<file path="src/rtl/core/sfdx_pkg.sv">
`default_nettype none
package sfdx_pkg;

	localparam logic [7:0] BYTE_STX = 8'h02;
	localparam logic [7:0] BYTE_CMD = 8'h54;
	localparam logic [7:0] BYTE_ETX = 8'h03;

	localparam logic [1:0] FMT_BYTE   = 2'd0;
	localparam logic [1:0] FMT_TENTHS = 2'd1;
	localparam logic [1:0] FMT_FLOAT  = 2'd2;

	typedef struct packed {
		logic               hit;
		logic [31:0]        payload;
		logic signed [15:0] tenths;
		logic               status;
	} result_t;

endpackage
`default_nettype wire

</file>
<file path="src/rtl/core/sfdx_parser.sv">
`default_nettype none
module sfdx_parser
	import sfdx_pkg::*;
(
	input  wire logic       clk,
	input  wire logic       arst_n,
	input  wire logic       beat,
	input  wire logic [7:0] rx_byte,
	input  wire logic       cfg_we,
	input  wire logic [1:0] cfg_data,
	output result_t         res
);

	localparam logic [2:0] PH_HUNT = 3'd0;
	localparam logic [2:0] PH_CMD  = 3'd1;
	localparam logic [2:0] PH_LEN  = 3'd2;
	localparam logic [2:0] PH_DATA = 3'd3;
	localparam logic [2:0] PH_CHK  = 3'd4;
	localparam logic [2:0] PH_END  = 3'd5;

	logic [1:0]  fmt_q;
	logic [2:0]  phase_q, phase_d;
	logic [2:0]  left_q, left_d;
	logic [7:0]  xor_q, xor_d;
	logic [31:0] shift_q, shift_d;
	logic [7:0]  check_q, check_d;

	logic [2:0]  want;
	logic [2:0]  left_dec;
	logic [15:0] sx;

	always_comb begin
		unique case (fmt_q)
			FMT_BYTE:   want = 3'd1;
			FMT_TENTHS: want = 3'd2;
			FMT_FLOAT:  want = 3'd4;
			default:    want = 3'd0;
		endcase
	end

	assign left_dec = left_q - 3'd1;
	assign sx       = {{8{shift_q[7]}}, shift_q[7:0]};

	always_comb begin
		phase_d = phase_q;
		left_d  = left_q;
		xor_d   = xor_q;
		shift_d = shift_q;
		check_d = check_q;
		res.hit     = 1'b0;
		res.payload = shift_q;
		res.status  = (xor_q != check_q);
		case (fmt_q)
			FMT_BYTE:   res.tenths = (sx << 3) + (sx << 1);
			FMT_TENTHS: res.tenths = shift_q[15:0];
			default:    res.tenths = 16'sd0;
		endcase

		unique case (phase_q)
			PH_CMD: begin
				if (rx_byte == BYTE_CMD) begin
					xor_d   = BYTE_CMD;
					phase_d = PH_LEN;
				end else begin
					phase_d = (rx_byte == BYTE_STX) ? PH_CMD : PH_HUNT;
					left_d  = 3'd0;
					xor_d   = 8'd0;
					shift_d = 32'd0;
					check_d = 8'd0;
				end
			end
			PH_LEN: begin
				if (want != 3'd0 && rx_byte == {5'd0, want}) begin
					xor_d   = xor_q ^ rx_byte;
					left_d  = rx_byte[2:0];
					shift_d = 32'd0;
					phase_d = PH_DATA;
				end else begin
					phase_d = (rx_byte == BYTE_STX) ? PH_CMD : PH_HUNT;
					left_d  = 3'd0;
					xor_d   = 8'd0;
					shift_d = 32'd0;
					check_d = 8'd0;
				end
			end
			PH_DATA: begin
				shift_d = {shift_q[23:0], rx_byte};
				xor_d   = xor_q ^ rx_byte;
				left_d  = left_dec;
				if (left_dec == 3'd0) begin
					phase_d = PH_CHK;
				end
			end
			PH_CHK: begin
				check_d = rx_byte;
				phase_d = PH_END;
			end
			PH_END: begin
				if (rx_byte == BYTE_ETX) begin
					res.hit = 1'b1;
					phase_d = PH_HUNT;
				end else begin
					phase_d = (rx_byte == BYTE_STX) ? PH_CMD : PH_HUNT;
				end
				left_d  = 3'd0;
				xor_d   = 8'd0;
				shift_d = 32'd0;
				check_d = 8'd0;
			end
			default: begin
				phase_d = (rx_byte == BYTE_STX) ? PH_CMD : PH_HUNT;
				left_d  = 3'd0;
				xor_d   = 8'd0;
				shift_d = 32'd0;
				check_d = 8'd0;
			end
		endcase

		if (!beat) begin
			res.hit = 1'b0;
		end
	end

	always_ff @(posedge clk or negedge arst_n) begin
		if (!arst_n) begin
			fmt_q   <= FMT_BYTE;
			phase_q <= PH_HUNT;
			left_q  <= 3'd0;
			xor_q   <= 8'd0;
			shift_q <= 32'd0;
			check_q <= 8'd0;
		end else begin
			if (cfg_we) begin
				fmt_q <= cfg_data;
			end
			if (beat) begin
				phase_q <= phase_d;
				left_q  <= left_d;
				xor_q   <= xor_d;
				shift_q <= shift_d;
				check_q <= check_d;
			end
		end
	end

endmodule
`default_nettype wire

</file>
<file path="src/rtl/core/sensor_frame_deframer_xor_check.sv">
// A result from the ETX beat is registered in the output or the skid slot.
// Throughput: one byte per cycle; input stalls only while a second result
//   waits behind a held result under out_stall.
// Reset (arst_n low, asynchronous): parser returns to hunting for STX,
//   format returns to signed byte, no result pending.
`default_nettype none
module sensor_frame_deframer_xor_check
	import sfdx_pkg::*;
(
	input  wire logic               clk,
	input  wire logic               arst_n,
	input  wire logic               in_valid,
	output logic                    in_stall,
	input  wire logic [7:0]         rx_byte,
	input  wire logic               cfg_we,
	input  wire logic [1:0]         cfg_data,
	output logic                    out_valid,
	input  wire logic               out_stall,
	output logic [31:0]             payload_raw,
	output logic signed [15:0]      temp_tenths,
	output logic                    frame_status
);

	logic    beat;
	result_t res;
	logic    out_valid_q;
	result_t res_q;
	logic    skid_valid_q;
	result_t skid_q;
	logic    out_take;

	assign in_stall = skid_valid_q;
	assign beat     = in_valid && !in_stall;
	assign out_take = out_valid_q && !out_stall;

	sfdx_parser u_parser (
		.clk      (clk),
		.arst_n   (arst_n),
		.beat     (beat),
		.rx_byte  (rx_byte),
		.cfg_we   (cfg_we),
		.cfg_data (cfg_data),
		.res      (res)
	);

	// hold while stalled and park a new result in the skid slot;
	// otherwise load the parked or the next result, or drop valid
	always_ff @(posedge clk or negedge arst_n) begin
		if (!arst_n) begin
			out_valid_q  <= 1'b0;
			res_q        <= '0;
			skid_valid_q <= 1'b0;
			skid_q       <= '0;
		end else if (!out_valid_q || out_take) begin
			if (skid_valid_q) begin
				out_valid_q  <= 1'b1;
				res_q        <= skid_q;
				skid_valid_q <= 1'b0;
			end else begin
				out_valid_q <= res.hit;
				if (res.hit) begin
					res_q <= res;
				end
			end
		end else if (res.hit) begin
			skid_valid_q <= 1'b1;
			skid_q       <= res;
		end
	end

	assign out_valid    = out_valid_q;
	assign payload_raw  = res_q.payload;
	assign temp_tenths  = res_q.tenths;
	assign frame_status = res_q.status;

endmodule
`default_nettype wire

</file>
<file path="config.mk">
export PLATFORM = sky130hd
export DESIGN_NAME = sensor_frame_deframer_xor_check
export DESIGN_NICKNAME = d
export VERILOG_FILES = /design/src/rtl/core/sfdx_pkg.sv /design/src/rtl/core/sfdx_parser.sv /design/src/rtl/core/sensor_frame_deframer_xor_check.sv
export SDC_FILE = /design/constraint.sdc
export NUM_CORES = 1
export LEC_CHECK = 0
export BUFFER_PORTS_ARGS = -buffer_cell sky130_fd_sc_hd__clkbuf_2
export CAP_MARGIN = 15
export CORE_UTILIZATION = 56
export CTS_BUF_LIST = sky130_fd_sc_hd__clkbuf_8
export DETAILED_ROUTE_END_ITERATION = 8
export PLACE_DENSITY_LB_ADDON = 0.15
export SLEW_MARGIN = 20
export SYNTH_ARGS = -nofsm -noshare
export SYNTH_HDL_FRONTEND = slang
export SYNTH_SLANG_ARGS = --single-unit
</file>
<file path="constraint.sdc">
create_clock -name clk -period 2.03 [get_ports clk]
set_input_delay 0.1015 -clock clk [delete_from_list [all_inputs] [get_ports clk]]
set_output_delay 0.1015 -clock clk [all_outputs]
set_load 0.01 [all_outputs]
</file>
==> flow_summary.toml, run 1 <==
[sta]
fin_setup_tns_ns = -0.0310
worstMarginPinSlew_ns = 0.713
setup_viol = 2
rsz0062_at_grt = "yes"
hold_ws_ns = 0.0410
clock-skew-final_ns = 0.00846
setup_slack_ns = -0.0295
min_period_ns = 2.06
max_slew_margin_pct = 52.1
timing.fmax_mhz = 486
fin_crit_sh_pct = 101
slew_violations = 0
final_hold_viol_count = 0

[synth]
yosysUniqueCellTypes = 59
synth_top_area_share_pct = 52.5
syn_area_per_cell_um2 = 9.39
synth_most_common_cell = "nand2_1"
ys_top_cells_by_count = "nand2_1, dfrtp_1, nor2_1, a21oi_1, o21ai_0"
synthCells = 792
synth_edf_count = 0
ys_seq_elements = 156
async_reset_ff_share_pct = 100
yosysSeqAreaShare_pct = 52.5
syn_nets = 817
synth_flop_cell = "dfrtp_1"
yosys-top-cells-area = "dfrtp_1, nand2_1, mux2i_1"
synth_top_cell_by_area = "dfrtp_1"
synth_area_mm2 = 0.00743
yosysWarnings = 0

[finish]
fin_nets = 929
drive_gt1_share_pct = 23.7
fillers = 981
stdcell_count = 1089
num_antenna_cells = 0
area_growth_pct = 23.0
final_area_mm2 = 0.00914

[floorplanning]
die_x_um = 117
io-pin-count = 66
die-area_mm2 = 0.0137
fp.coreArea_mm2 = 0.0128
initial_core_util_pct = 58.2
rows = 41
die_h_um = 117

[power]
power.density_mw_per_mm2 = 817
ir_drop_uv = 521
leakagePower_nw = 4.35
total_power_mw = 7.47

[route]
ant_nets = 0
drt_iter0_markers = 367
first_pass_iters = 7
via_count = 6111
drt-vias-per-instance = 5.61
drt_wl_total_um = 17800
wl_per_cell_um = 16.3
drcViolationCount = 0

[critical_path]
arrival_ns = 2.46
cp-start-kind = "flip-flop"
rr_worst_depth = 7
r2r-end = "temp_tenths[7]"
rrSetupSlack_ns = -0.03
worst_r2r_startpoint = "u_parser.shift_q[2]"
criticalPathCategory = "reg2reg"
cp_max_fo = 3
cp.required_ns = 2.43
crit_slowest_cell = "dfrtp_1"
worstPathCellList = "ha_2, fa_2, a211oi_2, nor2_1, o31a_1, o311ai_2, o21a_1"
max_stage_delay_ns = 0.41
cp.depth = 7
crit_buf_inv = 0
endpoint_kind = "flip-flop"
cp_top_family = "compound AO/OA/AOI/OAI gates"

[cts]
cts_max_path_buffers = 2
cts.root.buffer_cell = "clkbuf_8"
clk_pin_slew_ns = 0.08
htree_levels = 4
cts_sinks = 156
cts-buffers-inserted = 17
cts_tree = "built"
clk_latency_ns = 0.46

[min_path]
worstHoldStart = "rx_byte[3]"
hold_path.class = "in2reg"
hold_depth = 4
min_to = "u_parser.check_q[3]"

[run]
drv_cap = 0

[global_route]
antenna_found_initial = 0
grt_use_total_pct = 27.3
gr-total-overflow = 0
grt_use_met2_pct = 47.3
grt_use_met1_pct = 32.2
grt_pass1_vias = 6015
use_met3_pct = 5.10
grt_pass1_wl_um = 28500
grt_max_degree = 63
grt.busiest_layer = "met2"

[status]
violations = "negative setup slack"
outcome = "finished with violations"

[placement]
place_congestion = 0.909
hpwl_um = 12000
placed_cell_area_mm2 = 0.00829
dp_cells = 1036
io_buffers = 65
[layer usage]
metal	vias up	share of wire (%)
met1	3017	42
met3	45	3.0
met4	0	3.5
li1	2917	-
met2	132	52
met5	-	0
[registers in the layout, summed over array words and instances, names as in the netlist]
name,cells
payload_raw,32
u_parser.check_q,8
in_stall,1
skid_q,49
u_parser.shift_q,32
u_parser.fmt_q,2
out_valid,1
frame_status,1
u_parser.xor_q,8
u_parser.phase_q,3
u_parser.left_q,3
temp_tenths,16
[cell type report]
class / instances / area (µm²) / area share, %
well taps: 172 / 215 / 2.35
inverters: 20 / 75.1 / 0.821
multi-input cells: 566 / 3390 / 37.1
clock inverters: 12 / 216 / 2.37
flip-flops and latches: 156 / 3910 / 42.8
clock buffers: 20 / 275 / 3.01
repair buffers: 143 / 1060 / 11.6
[report_power, final]
| group | leakage, nW | switching (mW) | internal [mW] |
|---|---|---|---|
| clock network | 0.254 | 1.16 | 1.68 |
| logic | 1.95 | 0.707 | 0.524 |
| registers | 2.14 | 0.152 | 3.25 |
| total | 4.35 | 2.02 | 5.45 |
[worst min-delay path, cell delays in order]
cell	delay, ns
clkbuf_2	0.11
buf_4	0.15
nand2_1	0.05
mux2i_1	0.06
[cell families (layout without fill, tap and decap cells)]
| family | count (synthesis) | count (layout) | synth area share, % |
|---|---|---|---|
| and+or+nand+nor | 321 | 321 | 18.8 |
| AOI/OAI and AO/OA | 174 | 174 | 14.6 |
| DFF | 156 | 156 | 52.5 |
| buffers and inverters | 70 | 195 | 4.09 |
| muxes | 51 | 51 | 7.03 |
| adders and majority gates | 10 | 10 | 1.78 |
| xor gates and xnor gates | 10 | 10 | 1.18 |
[stage by stage]
step	setup slack (ns)	util, %
CTS	-0.0188	70.5
floorplan	-0.00143	-
finish	-0.0295	71.6
detailed placement	-0.0829	64.9
global route	-0.0421	71.6
global placement	-0.00577	64.9
[how the worst max path moves through the flow]
stage               slack, ns             end                start
global placement       -0.006  temp_tenths[8]  u_parser.shift_q[5]
global route            -0.04  temp_tenths[7]  u_parser.shift_q[0]
detailed placement      -0.08  temp_tenths[9]  u_parser.shift_q[7]
finish                  -0.03  temp_tenths[7]  u_parser.shift_q[2]
floorplan              -0.001  temp_tenths[7]  u_parser.shift_q[0]
CTS                     -0.02      skid_q[10]  u_parser.shift_q[7]
[cells in the final DEF (no fill, tap or decap), drive strengths merged, types with 9 or more instances in the layout]
| cell | Yosys | layout |
|---|---|---|
| nor2 | 73 | 73 |
| o31ai | 11 | 11 |
| inv | 20 | 21 |
| buf | 27 | 65 |
| mux2 | 10 | 10 |
| nor2b | 10 | 10 |
| ha | 9 | 9 |
| a21oi | 58 | 58 |
| dfrtp | 156 | 156 |
| dlygate4sd3 | 0 | 14 |
| clkbuf | 23 | 84 |
| o21ai | 52 | 52 |
| a21o | 9 | 9 |
| nand2 | 206 | 206 |
| xor2 | 9 | 9 |
| mux2i | 41 | 41 |
[timing repair]
action                                  in CTS  in global routing
gates cloned                                 0                  0
setup buffers                                5                  2
endpoints found under the hold margin       69                  0
pin swaps                                    3                  6
gates resized for setup                      9                 26
endpoints found under the setup margin       8                 30
hold buffers                                14                  0
Power figures use the tool's default switching activity.
==> run 2: changes to the inputs <==
--- a/config.mk
+++ b/config.mk
@@ -7,8 +7,8 @@
 export LEC_CHECK = 0
 export BUFFER_PORTS_ARGS = -buffer_cell sky130_fd_sc_hd__clkbuf_2
 export CAP_MARGIN = 15
-export CORE_UTILIZATION = 56
-export CTS_BUF_LIST = sky130_fd_sc_hd__clkbuf_8
+export CORE_UTILIZATION = 54
+export CTS_BUF_LIST = sky130_fd_sc_hd__clkbuf_16
 export DETAILED_ROUTE_END_ITERATION = 8
 export PLACE_DENSITY_LB_ADDON = 0.15
 export SLEW_MARGIN = 20
==> run 2 against run 1 <==
  * The flow now finishes without violations
  * Cell area about the same
  * Maximum frequency increased by 2.5%
  * Routed wire length increased by 0.84%
  * Utilization decreased by 3.1 points
  * Sequential share of layout area about the same
  * Combinational power about the same
  * Clock skew increased by 0.0019 ns
  * Critical path type unchanged
  * Critical endpoint unchanged
  * Largest power group unchanged
  * Highest routed layer unchanged
==> flow_summary.toml, run 2 (synthesized netlist as in run 1, its figures left out) <==
[floorplanning]
io-pin-count = 66
die_x_um = 119
die-area_mm2 = 0.0142
initial_core_util_pct = 55.7
die_h_um = 119
rows = 42
fp.coreArea_mm2 = 0.0133

[finish]
final_area_mm2 = 0.00914
stdcell_count = 1082
num_antenna_cells = 0
final_cell_mix = "nand2_1, dfrtp_1, nor2_1"
top_register = "skid_q"
area_growth_pct = 22.9
final_util_pct = 68.4
drive_gt1_share_pct = 21.3
largest_reg_flops = 49
fillers = 1056
fin_nets = 918
layout.cells.most_common = "nand2_1"

[sta]
hold_ws_ns = 0.0423
slew_violations = 0
max_slew_margin_pct = 54.9
final_hold_viol_count = 0
fin_crit_sh_pct = 99.0
worstMarginPinSlew_ns = 0.672
rsz0062_at_grt = "yes"
clock-skew-final_ns = 0.0103
min_period_ns = 2.01
setup_slack_ns = 0.0198
setup_viol = 0
timing.fmax_mhz = 497
fin_setup_tns_ns = 0

[critical_path]
rrSetupSlack_ns = 0.02
arrival_ns = 2.37
rr_worst_depth = 7
worstSetupStartpoint = "u_parser.shift_q[2]"
crit_end = "temp_tenths[7]"
r2r-end = "temp_tenths[7]"
endpoint_kind = "flip-flop"
cp.required_ns = 2.39
criticalPathCategory = "reg2reg"
cp-start-kind = "flip-flop"
worst_r2r_startpoint = "u_parser.shift_q[2]"
cp_max_fo = 3

[min_path]
hold_path.class = "in2reg"

[route]
wl_per_cell_um = 16.6
drt_iter0_markers = 381
drcViolationCount = 0
drt-vias-per-instance = 5.57
first_pass_iters = 5
via_count = 6031
drt_wl_total_um = 17900
ant_nets = 0

[placement]
dp_cells = 1035
hpwl_um = 11800
place_congestion = 0.810
placed_cell_area_mm2 = 0.00828
io_buffers = 65
post-place-ws_ns = -0.0603

[power]
power.density_mw_per_mm2 = 847
ir_drop_uv = 665
leakagePower_nw = 4.36
total_power_mw = 7.74

[global_route]
grt_use_total_pct = 26.2
use_met3_pct = 5.46
grt_max_degree = 68
grt_pass1_wl_um = 29000
grt.busiest_layer = "met2"
antenna_found_initial = 0
grt_use_met2_pct = 43.2
grt_pass1_vias = 5827
grt_use_met1_pct = 34.3
gr-total-overflow = 0

[cts]
cts.root.buffer_cell = "clkbuf_16"
cts_tree = "built"
cts_max_path_buffers = 2
cts-buffers-inserted = 17
cts_sinks = 156
htree_levels = 4
clk_pin_slew_ns = 0.06
clk_latency_ns = 0.42

[run]
drv_cap = 0

[status]
outcome = "complete, no violations"
-- run 2: cell count changes in the layout (fill, tap and decap cells not counted), moves of 3 or more --
cell           before  now
clkinv_1            0    5
bufinv_16           6    3
clkbuf_8           20    0
ha_4                6    3
ha_1                2    5
dlygate4sd3_1      14   11
clkbuf_16           0   19
buf_6               4    1
buf_4              54   45
-- run 2: what timing repair did --
| action | 4_1_cts | 5_1_grt |
|---|---|---|
| pin swaps | 1 | 1 |
| hold endpoints to repair | 61 | 0 |
| hold buffers | 11 | 0 |
| cloned | 0 | 2 |
| setup endpoints to repair | 6 | 55 |
| resized for setup | 6 | 14 |
| buffers inserted | 1 | 1 |
-- run 2: power breakdown --
| part | total, mW | internal (mW) | switching (mW) |
|---|---|---|---|
| sequential | 3.40 | 3.25 | 0.146 |
| combinational | 1.20 | 0.499 | 0.706 |
| clock | 3.14 | 1.91 | 1.23 |
-- run 2: cell type report --
| type | count | area (µm²) | area share, % |
|---|---|---|---|
| multi-input cells | 566 | 3330 | 36.5 |
| flip-flops and latches | 156 | 3910 | 42.8 |
| well taps | 176 | 220 | 2.41 |
| inverters | 20 | 75.1 | 0.822 |
| clock buffers | 17 | 425 | 4.66 |
| clock inverters | 15 | 155 | 1.70 |
| repair buffers | 132 | 1020 | 11.1 |
-- run 2: worst min path at each step --
stage | from | end | slack (ns) | cells past startpoint
2_1_floorplan | arst_n | frame_status | -0.19 | 0
3_3_place_gp | arst_n | payload_raw[11] | 0.09 | 1
3_5_place_dp | arst_n | payload_raw[17] | 0.09 | 1
4_1_cts | rx_byte[2] | u_parser.check_q[2] | 0.02 | 3
5_1_grt | rx_byte[2] | u_parser.check_q[2] | 0.04 | 3
6_report | rx_byte[2] | u_parser.check_q[2] | 0.04 | 3
-- run 2: worst max-delay path, cell delays in order (launching register included) --
cell      delay (ns)
dfrtp_1         0.40
ha_2            0.20
fa_2            0.36
a211oi_2        0.23
nor2_1          0.08
o31a_1          0.30
o311ai_1        0.24
o21a_1          0.16
-- run 2: per-layer routing --
metal	part of all wire [%]	up-vias
met5	0	-
met4	2.1	0
met3	3.9	27
met2	49	157
met1	45	2949
li1	-	2898
